### src/design/fbpw_pkg.sv
`timescale 1ns / 1ps
// ----------------------------------------------------------------------------
// fbpw_pkg
// types, register indexes, constants and color quantizing for the
// framebuffer pixel writer
// ----------------------------------------------------------------------------
package fbpw_pkg;

  typedef enum logic [2:0] {
    MODE_TEXT     = 3'd0,
    MODE_RGB332   = 3'd1,
    MODE_RGB555   = 3'd2,
    MODE_RGB565   = 3'd3,
    MODE_RGB888   = 3'd4,
    MODE_XRGB8888 = 3'd5
  } mode_t;

  localparam int CFG_IDX_W  = 3;
  localparam int CFG_DATA_W = 32;
  localparam int DIM_W      = 13;
  localparam int PITCH_W    = 16;
  localparam int ADDR_W     = 32;
  localparam int DATA_W     = 32;
  localparam int BYTES_W    = 3;

  localparam logic OP_PIXEL = 1'b0;
  localparam logic OP_CELL  = 1'b1;

  localparam logic [CFG_IDX_W-1:0] CFG_MODE       = 3'd0;
  localparam logic [CFG_IDX_W-1:0] CFG_WIDTH      = 3'd1;
  localparam logic [CFG_IDX_W-1:0] CFG_HEIGHT     = 3'd2;
  localparam logic [CFG_IDX_W-1:0] CFG_PITCH      = 3'd3;
  localparam logic [CFG_IDX_W-1:0] CFG_FRAME_BASE = 3'd4;

  localparam mode_t             RST_MODE   = MODE_XRGB8888;
  localparam logic [DIM_W-1:0]  RST_WIDTH  = 13'd640;
  localparam logic [DIM_W-1:0]  RST_HEIGHT = 13'd480;
  localparam logic [PITCH_W-1:0] RST_PITCH = 16'd2560;
  localparam logic [ADDR_W-1:0] RST_BASE   = 32'd0;

  localparam logic [7:0] GLYPH_BLOCK = 8'hDB;
  localparam logic [7:0] QUANT_HI    = 8'hAA;
  localparam logic [7:0] QUANT_LO    = 8'h55;

  localparam logic [3:0] RED_BRIGHT   = 4'hC;
  localparam logic [3:0] RED_DIM      = 4'h4;
  localparam logic [3:0] GREEN_BRIGHT = 4'hA;
  localparam logic [3:0] GREEN_DIM    = 4'h2;
  localparam logic [3:0] BLUE_BRIGHT  = 4'h9;
  localparam logic [3:0] BLUE_DIM     = 4'h1;

  localparam logic [BYTES_W-1:0] BYTES_1 = 3'd1;
  localparam logic [BYTES_W-1:0] BYTES_2 = 3'd2;
  localparam logic [BYTES_W-1:0] BYTES_3 = 3'd3;
  localparam logic [BYTES_W-1:0] BYTES_4 = 3'd4;

  function automatic logic [3:0] quant_chan(input logic [7:0] v, input logic [3:0] bright,
                                            input logic [3:0] dim);
    logic [3:0] q;
    if (v > QUANT_HI) begin
      q = bright;
    end else if (v > QUANT_LO) begin
      q = dim;
    end else begin
      q = 4'h0;
    end
    return q;
  endfunction

  // 16-color code of a 0xRRGGBB value
  function automatic logic [3:0] quantize(input logic [23:0] rgb);
    return quant_chan(rgb[23:16], RED_BRIGHT, RED_DIM)
         | quant_chan(rgb[15:8], GREEN_BRIGHT, GREEN_DIM)
         | quant_chan(rgb[7:0], BLUE_BRIGHT, BLUE_DIM);
  endfunction

endpackage

### src/design/fbpw_in_if.sv
`timescale 1ns / 1ps
// ----------------------------------------------------------------------------
// fbpw_in_if
// drawing request channel: one beat is a pixel or character cell write
// ----------------------------------------------------------------------------
interface fbpw_in_if #(
  parameter int COORD_BITS = 12
);
  logic                  valid;
  logic                  ready;
  logic                  op;
  logic [COORD_BITS-1:0] pos_x;
  logic [COORD_BITS-1:0] pos_y;
  logic [31:0]           color;
  logic [23:0]           back_color;
  logic [7:0]            char_code;

  modport source (output valid, op, pos_x, pos_y, color, back_color, char_code,
                  input ready);
  modport sink   (input valid, op, pos_x, pos_y, color, back_color, char_code,
                  output ready);
endinterface

### src/design/fbpw_out_if.sv
`timescale 1ns / 1ps
// ----------------------------------------------------------------------------
// fbpw_out_if
// memory write channel: one beat is address, packed data and byte count
// ----------------------------------------------------------------------------
interface fbpw_out_if;
  logic        valid;
  logic        ready;
  logic [31:0] wr_address;
  logic [31:0] wr_data;
  logic [2:0]  wr_bytes;

  modport source (output valid, wr_address, wr_data, wr_bytes, input ready);
  modport sink   (input valid, wr_address, wr_data, wr_bytes, output ready);
endinterface

### src/design/framebuffer_pixel_writer_top.sv
`timescale 1ns / 1ps
// ----------------------------------------------------------------------------
// framebuffer_pixel_writer_top
// clips drawing requests and turns them into framebuffer memory writes
// ----------------------------------------------------------------------------
// The block takes one request per clock while the write side gives ready;
// the request is captured in an input register, then one row multiply (row
// times pitch, or times width in text mode), the address add and the color
// packing fill the result register that drives the write. Clipped requests,
// character cells in graphics modes and the unused mode codes leave no beat.
// Configuration is held in registers the user writes through the cfg port
// only while no request is in flight; the block does not enforce this.
module framebuffer_pixel_writer_top #(
  parameter int COORD_BITS = 12
) (
  input  logic                            clk,
  input  logic                            rst_n,
  fbpw_in_if.sink                         in_bus,
  fbpw_out_if.source                      out_bus,
  input  logic                            cfg_we,
  input  logic [fbpw_pkg::CFG_IDX_W-1:0]  cfg_index,
  input  logic [fbpw_pkg::CFG_DATA_W-1:0] cfg_data
);

  localparam int CMP_W  = (COORD_BITS > fbpw_pkg::DIM_W) ? COORD_BITS : fbpw_pkg::DIM_W;
  localparam int PROD_W = COORD_BITS + fbpw_pkg::PITCH_W;
  localparam int XOFF_W = COORD_BITS + 2;

  // configuration
  fbpw_pkg::mode_t                mode_r;
  logic [fbpw_pkg::DIM_W-1:0]     width_r;
  logic [fbpw_pkg::DIM_W-1:0]     height_r;
  logic [fbpw_pkg::PITCH_W-1:0]   pitch_r;
  logic [fbpw_pkg::ADDR_W-1:0]    base_r;

  // input stage
  logic                  a_valid_r;
  logic                  a_op_r;
  logic [COORD_BITS-1:0] a_x_r;
  logic [COORD_BITS-1:0] a_y_r;
  logic [31:0]           a_color_r;
  logic [23:0]           a_back_r;
  logic [7:0]            a_char_r;

  // result stage
  logic                           out_valid_r;
  logic                           out_valid_nxt;
  logic [fbpw_pkg::ADDR_W-1:0]    out_addr_r;
  logic [fbpw_pkg::DATA_W-1:0]    out_data_r;
  logic [fbpw_pkg::BYTES_W-1:0]   out_bytes_r;

  logic                           b_free;
  logic                           in_fire;
  logic                           keep;
  logic                           in_range;
  logic                           text_row;
  logic [fbpw_pkg::PITCH_W-1:0]   stride;
  logic [PROD_W-1:0]              row_prod;
  logic [fbpw_pkg::ADDR_W-1:0]    row_off;
  logic [XOFF_W-1:0]              x_off;
  logic [fbpw_pkg::ADDR_W-1:0]    addr_nxt;
  logic [fbpw_pkg::DATA_W-1:0]    data_nxt;
  logic [fbpw_pkg::BYTES_W-1:0]   bytes_nxt;
  logic [3:0]                     q_fore;
  logic [3:0]                     q_back;
  logic [7:0]                     attr;
  logic [7:0]                     glyph;

  assign b_free       = !out_valid_r || out_bus.ready;
  assign in_bus.ready = !a_valid_r || b_free;
  assign in_fire      = in_bus.valid && in_bus.ready;

  // configuration writes
  always_ff @(posedge clk) begin
    if (!rst_n) begin
      mode_r   <= fbpw_pkg::RST_MODE;
      width_r  <= fbpw_pkg::RST_WIDTH;
      height_r <= fbpw_pkg::RST_HEIGHT;
      pitch_r  <= fbpw_pkg::RST_PITCH;
      base_r   <= fbpw_pkg::RST_BASE;
    end else if (cfg_we) begin
      case (cfg_index)
        fbpw_pkg::CFG_MODE:       mode_r   <= fbpw_pkg::mode_t'(cfg_data[2:0]);
        fbpw_pkg::CFG_WIDTH:      width_r  <= cfg_data[fbpw_pkg::DIM_W-1:0];
        fbpw_pkg::CFG_HEIGHT:     height_r <= cfg_data[fbpw_pkg::DIM_W-1:0];
        fbpw_pkg::CFG_PITCH:      pitch_r  <= cfg_data[fbpw_pkg::PITCH_W-1:0];
        fbpw_pkg::CFG_FRAME_BASE: base_r   <= cfg_data[fbpw_pkg::ADDR_W-1:0];
        default: begin
        end
      endcase
    end
  end

  // input register
  always_ff @(posedge clk) begin
    if (!rst_n) begin
      a_valid_r <= 1'b0;
    end else if (in_bus.ready) begin
      a_valid_r <= in_bus.valid;
    end
  end

  always_ff @(posedge clk) begin
    if (in_fire) begin
      a_op_r    <= in_bus.op;
      a_x_r     <= in_bus.pos_x;
      a_y_r     <= in_bus.pos_y;
      a_color_r <= in_bus.color;
      a_back_r  <= in_bus.back_color;
      a_char_r  <= in_bus.char_code;
    end
  end

  // clip, pack and address
  always_comb begin
    in_range = (CMP_W'(a_x_r) < CMP_W'(width_r)) && (CMP_W'(a_y_r) < CMP_W'(height_r));
    q_fore   = fbpw_pkg::quantize(a_color_r[23:0]);
    q_back   = fbpw_pkg::quantize(a_back_r);
    if (a_op_r == fbpw_pkg::OP_CELL) begin
      attr  = {1'b0, q_back[2:0], q_fore};
      glyph = a_char_r;
    end else begin
      attr  = {4'h0, q_fore};
      glyph = fbpw_pkg::GLYPH_BLOCK;
    end

    keep      = 1'b0;
    text_row  = 1'b0;
    stride    = pitch_r;
    x_off     = XOFF_W'(a_x_r);
    data_nxt  = '0;
    bytes_nxt = fbpw_pkg::BYTES_4;
    case (mode_r)
      fbpw_pkg::MODE_TEXT: begin
        keep      = in_range;
        text_row  = 1'b1;
        stride    = fbpw_pkg::PITCH_W'(width_r);
        x_off     = {1'b0, a_x_r, 1'b0};
        data_nxt  = {16'h0000, attr, glyph};
        bytes_nxt = fbpw_pkg::BYTES_2;
      end
      fbpw_pkg::MODE_RGB332: begin
        keep      = in_range && (a_op_r == fbpw_pkg::OP_PIXEL);
        data_nxt  = {24'h0, a_color_r[23:21], a_color_r[15:13], a_color_r[7:6]};
        bytes_nxt = fbpw_pkg::BYTES_1;
      end
      fbpw_pkg::MODE_RGB555: begin
        keep      = in_range && (a_op_r == fbpw_pkg::OP_PIXEL);
        x_off     = {1'b0, a_x_r, 1'b0};
        data_nxt  = {17'h0, a_color_r[23:19], a_color_r[15:11], a_color_r[7:3]};
        bytes_nxt = fbpw_pkg::BYTES_2;
      end
      fbpw_pkg::MODE_RGB565: begin
        keep      = in_range && (a_op_r == fbpw_pkg::OP_PIXEL);
        x_off     = {1'b0, a_x_r, 1'b0};
        data_nxt  = {16'h0, a_color_r[23:19], a_color_r[15:10], a_color_r[7:3]};
        bytes_nxt = fbpw_pkg::BYTES_2;
      end
      fbpw_pkg::MODE_RGB888: begin
        keep      = in_range && (a_op_r == fbpw_pkg::OP_PIXEL);
        x_off     = {2'b00, a_x_r} + {1'b0, a_x_r, 1'b0};
        data_nxt  = {8'h00, a_color_r[23:0]};
        bytes_nxt = fbpw_pkg::BYTES_3;
      end
      fbpw_pkg::MODE_XRGB8888: begin
        keep      = in_range && (a_op_r == fbpw_pkg::OP_PIXEL);
        x_off     = {a_x_r, 2'b00};
        data_nxt  = a_color_r;
        bytes_nxt = fbpw_pkg::BYTES_4;
      end
      default: begin
        keep = 1'b0;
      end
    endcase

    row_prod = PROD_W'(a_y_r) * PROD_W'(stride);
    if (text_row) begin
      row_off = {fbpw_pkg::ADDR_W'(row_prod)} << 1;
    end else begin
      row_off = fbpw_pkg::ADDR_W'(row_prod);
    end
    addr_nxt = base_r + row_off + fbpw_pkg::ADDR_W'(x_off);
  end

  // result register
  always_comb begin
    out_valid_nxt = out_valid_r;
    if (b_free) begin
      out_valid_nxt = a_valid_r && keep;
    end
  end

  always_ff @(posedge clk) begin
    if (!rst_n) begin
      out_valid_r <= 1'b0;
    end else begin
      out_valid_r <= out_valid_nxt;
    end
  end

  always_ff @(posedge clk) begin
    if (b_free && a_valid_r && keep) begin
      out_addr_r  <= addr_nxt;
      out_data_r  <= data_nxt;
      out_bytes_r <= bytes_nxt;
    end
  end

  assign out_bus.valid      = out_valid_r;
  assign out_bus.wr_address = out_addr_r;
  assign out_bus.wr_data    = out_data_r;
  assign out_bus.wr_bytes   = out_bytes_r;

  // checks
  a_bytes_legal: assert property (@(posedge clk) disable iff (!rst_n)
    out_valid_r |-> (out_bytes_r == fbpw_pkg::BYTES_1 || out_bytes_r == fbpw_pkg::BYTES_2 ||
                     out_bytes_r == fbpw_pkg::BYTES_3 || out_bytes_r == fbpw_pkg::BYTES_4))
    else $error("write beat with illegal byte count");

  a_beat_has_source: assert property (@(posedge clk) disable iff (!rst_n)
    $rose(out_valid_r) |-> $past(a_valid_r))
    else $error("write beat appeared without a captured request");

  a_text_two_bytes: assert property (@(posedge clk) disable iff (!rst_n)
    (out_valid_r && mode_r == fbpw_pkg::MODE_TEXT) |-> (out_bytes_r == fbpw_pkg::BYTES_2))
    else $error("text cell write not two bytes");

  a_upper_zero: assert property (@(posedge clk) disable iff (!rst_n)
    (out_valid_r && out_bytes_r == fbpw_pkg::BYTES_2) |-> (out_data_r[31:16] == 16'h0000))
    else $error("bytes above the count are not zero");

  a_empty_ready: assert property (@(posedge clk) disable iff (!rst_n)
    !a_valid_r |-> in_bus.ready)
    else $error("empty input stage refused a beat");

endmodule

### src/flat_wrapper.sv
// flat-port wrapper written by rule: the top's interface ports become plain ports
module framebuffer_pixel_writer_top_flat 
#(
  parameter int COORD_BITS = 12
)
  (clk, rst_n, cfg_we, cfg_index, cfg_data, in_bus_valid, in_bus_op, in_bus_pos_x, in_bus_pos_y, in_bus_color, in_bus_back_color, in_bus_char_code, in_bus_ready, out_bus_valid, out_bus_wr_address, out_bus_wr_data, out_bus_wr_bytes, out_bus_ready);
  fbpw_in_if #(.COORD_BITS(COORD_BITS)) in_bus_i ();
  fbpw_out_if out_bus_i ();
  input  logic clk;
  input  logic rst_n;
  input  logic cfg_we;
  input  logic [fbpw_pkg::CFG_IDX_W-1:0] cfg_index;
  input  logic [fbpw_pkg::CFG_DATA_W-1:0] cfg_data;
  input wire logic [$bits(in_bus_i.valid)-1:0] in_bus_valid;
  input wire logic [$bits(in_bus_i.op)-1:0] in_bus_op;
  input wire logic [$bits(in_bus_i.pos_x)-1:0] in_bus_pos_x;
  input wire logic [$bits(in_bus_i.pos_y)-1:0] in_bus_pos_y;
  input wire logic [$bits(in_bus_i.color)-1:0] in_bus_color;
  input wire logic [$bits(in_bus_i.back_color)-1:0] in_bus_back_color;
  input wire logic [$bits(in_bus_i.char_code)-1:0] in_bus_char_code;
  output wire logic [$bits(in_bus_i.ready)-1:0] in_bus_ready;
  output wire logic [$bits(out_bus_i.valid)-1:0] out_bus_valid;
  output wire logic [$bits(out_bus_i.wr_address)-1:0] out_bus_wr_address;
  output wire logic [$bits(out_bus_i.wr_data)-1:0] out_bus_wr_data;
  output wire logic [$bits(out_bus_i.wr_bytes)-1:0] out_bus_wr_bytes;
  input wire logic [$bits(out_bus_i.ready)-1:0] out_bus_ready;
  assign in_bus_i.valid = in_bus_valid;
  assign in_bus_i.op = in_bus_op;
  assign in_bus_i.pos_x = in_bus_pos_x;
  assign in_bus_i.pos_y = in_bus_pos_y;
  assign in_bus_i.color = in_bus_color;
  assign in_bus_i.back_color = in_bus_back_color;
  assign in_bus_i.char_code = in_bus_char_code;
  assign in_bus_ready = in_bus_i.ready;
  assign out_bus_valid = out_bus_i.valid;
  assign out_bus_wr_address = out_bus_i.wr_address;
  assign out_bus_wr_data = out_bus_i.wr_data;
  assign out_bus_wr_bytes = out_bus_i.wr_bytes;
  assign out_bus_i.ready = out_bus_ready;
  framebuffer_pixel_writer_top #(.COORD_BITS(COORD_BITS)) u_core (.clk(clk), .rst_n(rst_n), .in_bus(in_bus_i), .out_bus(out_bus_i), .cfg_we(cfg_we), .cfg_index(cfg_index), .cfg_data(cfg_data));
endmodule
### config.mk
export PLATFORM = sky130hd
export DESIGN_NAME = framebuffer_pixel_writer_top_flat
export DESIGN_NICKNAME = d
export VERILOG_FILES = /design/src/design/fbpw_pkg.sv /design/src/design/fbpw_in_if.sv /design/src/design/fbpw_out_if.sv /design/src/design/framebuffer_pixel_writer_top.sv /design/src/flat_wrapper.sv
export SDC_FILE = /design/constraint.sdc
export NUM_CORES = 1
export LEC_CHECK = 0
export ABC_AREA = 1
export ABC_CLOCK_PERIOD_IN_PS = 13800
export BUFFER_PORTS_ARGS = -buffer_cell sky130_fd_sc_hd__buf_2
export CELL_PAD_IN_SITES_DETAIL_PLACEMENT = 0
export CELL_PAD_IN_SITES_GLOBAL_PLACEMENT = 1
export CORE_ASPECT_RATIO = 1.5
export CORE_UTILIZATION = 49
export DETAILED_ROUTE_END_ITERATION = 8
export GPL_ROUTABILITY_DRIVEN = 0
export PLACE_DENSITY_LB_ADDON = 0.1
export SLEW_MARGIN = 20
export SYNTH_ARGS = -nofsm -noshare
export SYNTH_HDL_FRONTEND = slang
export SYNTH_SLANG_ARGS = --single-unit
### constraint.sdc
create_clock -name clk -period 13.8 [get_ports clk]
set_clock_uncertainty 0.2 [all_clocks]
set_input_delay 2.07 -clock clk [delete_from_list [all_inputs] [get_ports clk]]
set_output_delay 2.07 -clock clk [all_outputs]
set_load 0.05 [all_outputs]
# After elaboration in Yosys (flattened, before gate mapping)
# Index checks and enable logic that the tools add are counted.
dict set report totals {
  regBits 235
  input_bits 129
  out_inout_bits 69
  elab_cells 88
}
dict set report classes {
  addsub 3
  n_mul 1
  n_lt_le_gt_ge 14
  n_eq_ne 9
  muxes 21
  n_bitwise 5
  n_reduce_logical 19
}
# operator n
set op_table {}
lappend op_table {{$pmux 32 s6} 1}
lappend op_table {{$gt 8x7->1 const B} 6}
lappend op_table {{$gt 8x8->1 const B} 6}
lappend op_table {{$pmux 14 s3} 1}
lappend op_table {{$add 32x14->32} 1}
lappend op_table {{$add 32x29->32} 1}
lappend op_table {{$mux 29} 1}
lappend op_table {{$mul 12x16->28} 1}
lappend op_table {{$lt 12x13->1} 2}
lappend op_table {{$mux 16} 1}
lappend op_table {{$add 12x13->14} 1}
lappend op_table {{$eq 3x2->1 const B} 4}
lappend op_table {{$mux 4} 3}
lappend op_table {{$reduce_and 2->1} 5}
lappend op_table {{$eq 3x3->1 const B} 3}
lappend op_table {{$mux 3} 3}
lappend op_table {{$pmux 3 s3} 1}
lappend op_table {{$mux 8} 1}
lappend op_table {{$or 4x4->4} 2}
lappend op_table {{$mux 7} 1}
lappend op_table {{$eq 3x1->1 const B} 2}
lappend op_table {{$logic_and 1x1->1} 6}
lappend op_table {{$logic_not 3->1} 2}
lappend op_table {{$mux 2} 3}
lappend op_table {{other kinds (8)} 14}

# Longest topological paths before layout
dict set report logic_depth {
  word_depth 7
  depth_mapped 45
  mapped_depth_nobuf 41
}

# Worst setup path after synthesis
# OpenSTA, ideal clock, no wires.
dict set report synth_timing {
  kind {register to register}
  from {register u_core.mode_r[1]}
  to {register u_core.out_addr_r (netlist bit u_core.out_bus.wr_address[30]), data pin}
  setup_time_ns 0.252
  arrival_time_ns 6.541
  t_required_ns 13.348
  slack_ns 6.807
  stages_incl_launch_ff 42
  path_buffers 3
  synth_period_minus_slack_ns 6.993
  path_cell_list {dfxtp_1 > buf_6 > inv_1 > nand2_2 > buf_6 > buf_6 > nand2_1 > o21ai_2 > inv_2 > nand2_1 > fa_1 > inv_1 > fa_1 > inv_1 > fa_1 > inv_1 > fa_1 > inv_1 > [6 not listed] > nand3_1 > nand2_1 > inv_1 > nor2_1 > nand2_1 > nand2_1 > fa_1 > inv_1 > ha_1 > nand2_1 > nor2_1 > inv_1 > nor3_1 > nand2_1 > nand2_1 > nand2_1 > nand3_1 > nand2_1}
}
dict set report synth_between {
  elab_chain_len 6
  word_cells_on_any_way 13
  classes_between {add/sub (2); mul (1); eq/ne (4); mux (4); reduce/logical (2)}
}
# element line
set synth_lines {}
lappend synth_lines {{start, declared} framebuffer_pixel_writer_top.sv:30} ;# fbpw_pkg::mode_t mode_r;
lappend synth_lines {{start signal, assigned} framebuffer_pixel_writer_top.sv:76} ;# mode_r <= fbpw_pkg::RST_MODE;
lappend synth_lines {{start signal, assigned} framebuffer_pixel_writer_top.sv:83} ;# fbpw_pkg::CFG_MODE: mode_r <= fbpw_pkg::mode_t'(cfg_data[2:0]);
lappend synth_lines {{$logic_not 3->1} framebuffer_pixel_writer_top.sv:133} ;# case (mode_r)
lappend synth_lines {{$mux 16} framebuffer_pixel_writer_top.sv:133}
lappend synth_lines {{$mul 12x16->28} framebuffer_pixel_writer_top.sv:176} ;# row_prod = PROD_W'(a_y_r) * PROD_W'(stride);
lappend synth_lines {{$mux 29} framebuffer_pixel_writer_top.sv:177} ;# if (text_row) begin
lappend synth_lines {{$add 32x29->32} framebuffer_pixel_writer_top.sv:182} ;# addr_nxt = base_r + row_off + fbpw_pkg::ADDR_W'(x_off);
lappend synth_lines {{$add 32x14->32 (*)} framebuffer_pixel_writer_top.sv:182}
lappend synth_lines {{named net u_core.addr_nxt (one bit)} framebuffer_pixel_writer_top.sv:61} ;# logic [fbpw_pkg::ADDR_W-1:0] addr_nxt;
lappend synth_lines {{end signal, assigned} framebuffer_pixel_writer_top.sv:203} ;# out_addr_r <= addr_nxt;
lappend synth_lines {{end, declared} framebuffer_pixel_writer_top.sv:48} ;# logic [fbpw_pkg::ADDR_W-1:0] out_addr_r;
# The timed path passes the listed nets; every way through them passes the cells marked *.
# A chain may end at the register's enable or synchronous reset.

# Worst setup path in the final report
dict set report layout_timing {
  from {register u_core.mode_r[2]}
  to {register u_core.out_addr_r (netlist bit u_core.out_bus.wr_address[18]), data pin}
}
# The elaborated chain is that of the path after synthesis.

==> flow_metrics.tcl <==
set metrics [dict create \
    status "finished, final reports clean" \
    ir_drop_mv 0.131 \
    overflow 0 \
    drt-pass1-iter-count 7 \
    slowest_delay_ns 0.68 \
    grt_max_degree 79 \
    setup-tns-final_ns 0 \
    clk_path_buf_depth 3 \
    portBuffers 194 \
    synth_nets 2873 \
    grt_busiest_layer "met2" \
    endpoint_kind "register" \
    ys.flop_type "edfxtp_1" \
    tightest_slew_ns 0.941 \
    worst_slew_margin_rel_pct 36.9 \
    crit_required_ns 13.87 \
    maxSlewViolCount 0 \
    crit_type "reg2reg" \
    antenna_found_initial 0 \
    nNetsFinal 3047 \
    cts-root-buf "clkbuf_16" \
    track_usage_pct 28.7 \
    setup_violations 0 \
    ctsResizeCount 0 \
    drc 0 \
    io_pins 198 \
    drive_gt1_share_pct 11.2 \
    crit_slowest_cell "fa_1" \
    power_density_nw_per_um2 126 \
    leakage_nw 10.9 \
    cpMostUsedCell "nand2_1" \
    postSynthAreaPerCell_um2 7.94 \
    synth_area_um2 19400 \
    hold_path_class "reg2reg" \
    maxCapViolCount 0 \
    die_height_um 246 \
    hold_violations 0 \
    wl_um 55900 \
    area_growth_pct 11.3 \
    cts_tree "yes" \
    ant_nets 0 \
    start_util_pct 50.0 \
    vias 16400 \
    yosysSeqAreaShare_pct 31.8 \
    die_area_um2 40400 \
    clkSinkCount 232 \
    fmax_ghz 0.114 \
    hold_buffers 0 \
    fin_crit_ns 8.76 \
    yosysUniqueCellTypes 50 \
    worst_setup_path_start_kind "register" \
    yosys_warnings 0 \
    drtIter0Drc 829 \
    clk_pin_slew_ns 0.07 \
    core_area_um2 38800 \
    fp.dieW_um 164 \
    rsz0062_at_grt "no" \
    grt_pass1_wl_um 87600 \
    place_hpwl_um 45100 \
    cts_setup_buffers 0 \
    synth_cells 2444 \
    viasPerCell 5.23 \
    wl_per_cell_um 17.9 \
    met3_usage_pct 4.69 \
    cp_max_fo 41 \
    numCtsBuffers 24 \
    worstPathArrival_ns 8.84 \
    cts_max_level 1 \
    rows 88 \
    synth_edf_count 153 \
    whs_ns 0.252 \
    grt_pass1_vias 16700 \
    use_met2_pct 52.4 \
    period_share_pct 63.5 \
    n_antenna_cell 0 \
    use_met1_pct 30.2 \
    synth-seq-cells 232 \
    clock_latency_ns 0.57 \
    async_reset_ff_share_pct 0 \
]
flip-flops by register name, indices dropped and copies added, names as in the netlist, 12 cells and up:
name	flops
u_core.a_y_r	12
u_core.out_bus.wr_data	32
u_core.height_r	13
u_core.a_color_r	32
u_core.base_r	32
u_core.out_bus.wr_address	32
u_core.pitch_r	16
u_core.a_back_r	21
u_core.a_x_r	12
u_core.width_r	13
cell usage in the layout, fill, tap and decap left out, types with 3 or more instances in the layout:
cell type | Yosys | layout
nand3b_1 | 9 | 9
clkinv_2 | 0 | 3
xor2_1 | 18 | 18
fa_1 | 156 | 156
edfxtp_1 | 153 | 153
nor2_1 | 251 | 250
inv_1 | 466 | 465
inv_2 | 20 | 20
o21ai_1 | 4 | 4
bufinv_16 | 0 | 4
clkinvlp_4 | 0 | 3
a21oi_1 | 122 | 122
ha_1 | 144 | 144
nand3_1 | 95 | 95
o22ai_1 | 9 | 9
buf_2 | 11 | 194
inv_6 | 0 | 3
o21ai_0 | 128 | 128
nor2_2 | 3 | 3
clkbuf_16 | 0 | 24
o211ai_1 | 9 | 9
a21o_1 | 8 | 8
clkinv_1 | 3 | 5
dfxtp_1 | 79 | 79
nor4_1 | 4 | 4
nor2_4 | 4 | 5
nor3_1 | 12 | 12
a22oi_1 | 5 | 5
a31oi_1 | 7 | 7
or2_2 | 4 | 4
xnor2_1 | 6 | 6
nand4_1 | 23 | 23
nand2_1 | 617 | 617
buf_4 | 4 | 5
o21ai_2 | 13 | 13
cells by family after synthesis:
| group | share of synthesized area [%] |
|---|---|
| buffers and inverters | 10.8 |
| AND/OR/NAND/NOR | 21.8 |
| XOR/XNOR | 1.08 |
| flip-flops | 31.8 |
| adder cells (fa/ha/maj) | 25.4 |
| AO/OA/AOI/OAI | 9.02 |
cell usage after synthesis, types with 2 or more instances:
cell	count	share of area, %
a21o_1	8	0.31
a21oi_1	122	3.1
a22oi_1	5	0.19
a31oi_1	7	0.23
and2_1	2	0.064
buf_1	7	0.14
buf_2	11	0.28
buf_4	4	0.15
buf_6	6	0.35
clkbuf_1	22	0.43
clkinv_1	3	0.058
dfxtp_1	79	8.2
edfxtp_1	153	24
fa_1	156	16
ha_1	144	9.3
inv_1	466	9.0
inv_2	20	0.39
nand2_1	617	12
nand2_4	2	0.12
nand3_1	95	2.5
nand3b_1	9	0.35
nand4_1	23	0.74
nor2_1	251	4.9
nor2_2	3	0.097
nor2_4	4	0.23
nor3_1	12	0.31
nor4_1	4	0.13
o211ai_1	9	0.35
o21ai_0	128	3.3
o21ai_1	4	0.10
o21ai_2	13	0.59
o21ai_4	2	0.17
o21bai_1	2	0.077
o221ai_1	2	0.090
o22ai_1	9	0.29
or2_2	4	0.13
xnor2_1	6	0.27
xor2_1	18	0.81
area by class of cell:
class	instances	area, µm²
inverters	489	1840
clock inverters	17	216
fillers	3790	17200
clock buffers	26	608
multi-input cells	1672	11100
well taps	495	619
repair buffers	199	1010
flip-flops and latches	232	6180
final timing paths:
check,cells after the start,from,slack [ns],endpoint
max,34,u_core.mode_r[2]$_SDFFE_PN1P_,5.04,u_core.out_bus.wr_address[18]$_DFFE_PP_
min,2,u_core.pitch_r[2]$_SDFFE_PN0P_,0.25,u_core.pitch_r[2]$_SDFFE_PN0P_
max reg2reg,34,u_core.mode_r[2]$_SDFFE_PN1P_,5.04,u_core.out_bus.wr_address[18]$_DFFE_PP_
min reg2reg,2,u_core.pitch_r[2]$_SDFFE_PN0P_,0.25,u_core.pitch_r[2]$_SDFFE_PN0P_
power breakdown:
part | total (mW) | switching (mW) | internal, mW
clock | 0.686 | 0.289 | 0.398
sequential | 0.826 | 0.0257 | 0.800
combinational | 1.22 | 0.821 | 0.395
total | 2.73 | 1.14 | 1.59
metal layers:
metal / wire [µm] / up-vias / share of wire [%]
met5: 0 / - / 0
met4: 3880 / 0 / 6.9
met3: 2960 / 189 / 5.3
met2: 28400 / 508 / 51
met1: 20600 / 7649 / 37
li1: - / 8027 / -
critical path: cells and delay by family, from the launching register on:
kind	cells	cell delay (ns)
DFF	1	0.45
AOI/OAI and AO/OA	1	0.22
adders and majority gates	8	4.07
buffers and inverters	7	0.98
and+or+nand+nor	18	2.56
metrics by stage:
stage	instance area, µm²	total power [mW]	utilization, %	cells	setup slack, ns
floorplan	19400	1.66	-	2444	6.81
global placement	20800	2.04	53.6	3087	5.19
detailed placement	20800	2.04	53.6	3087	5.15
CTS	21600	2.74	55.7	3130	5.12
global route	21600	2.92	55.7	3130	4.57
finish	21600	2.73	55.7	3130	5.04
(Power assumes the default switching activity.)
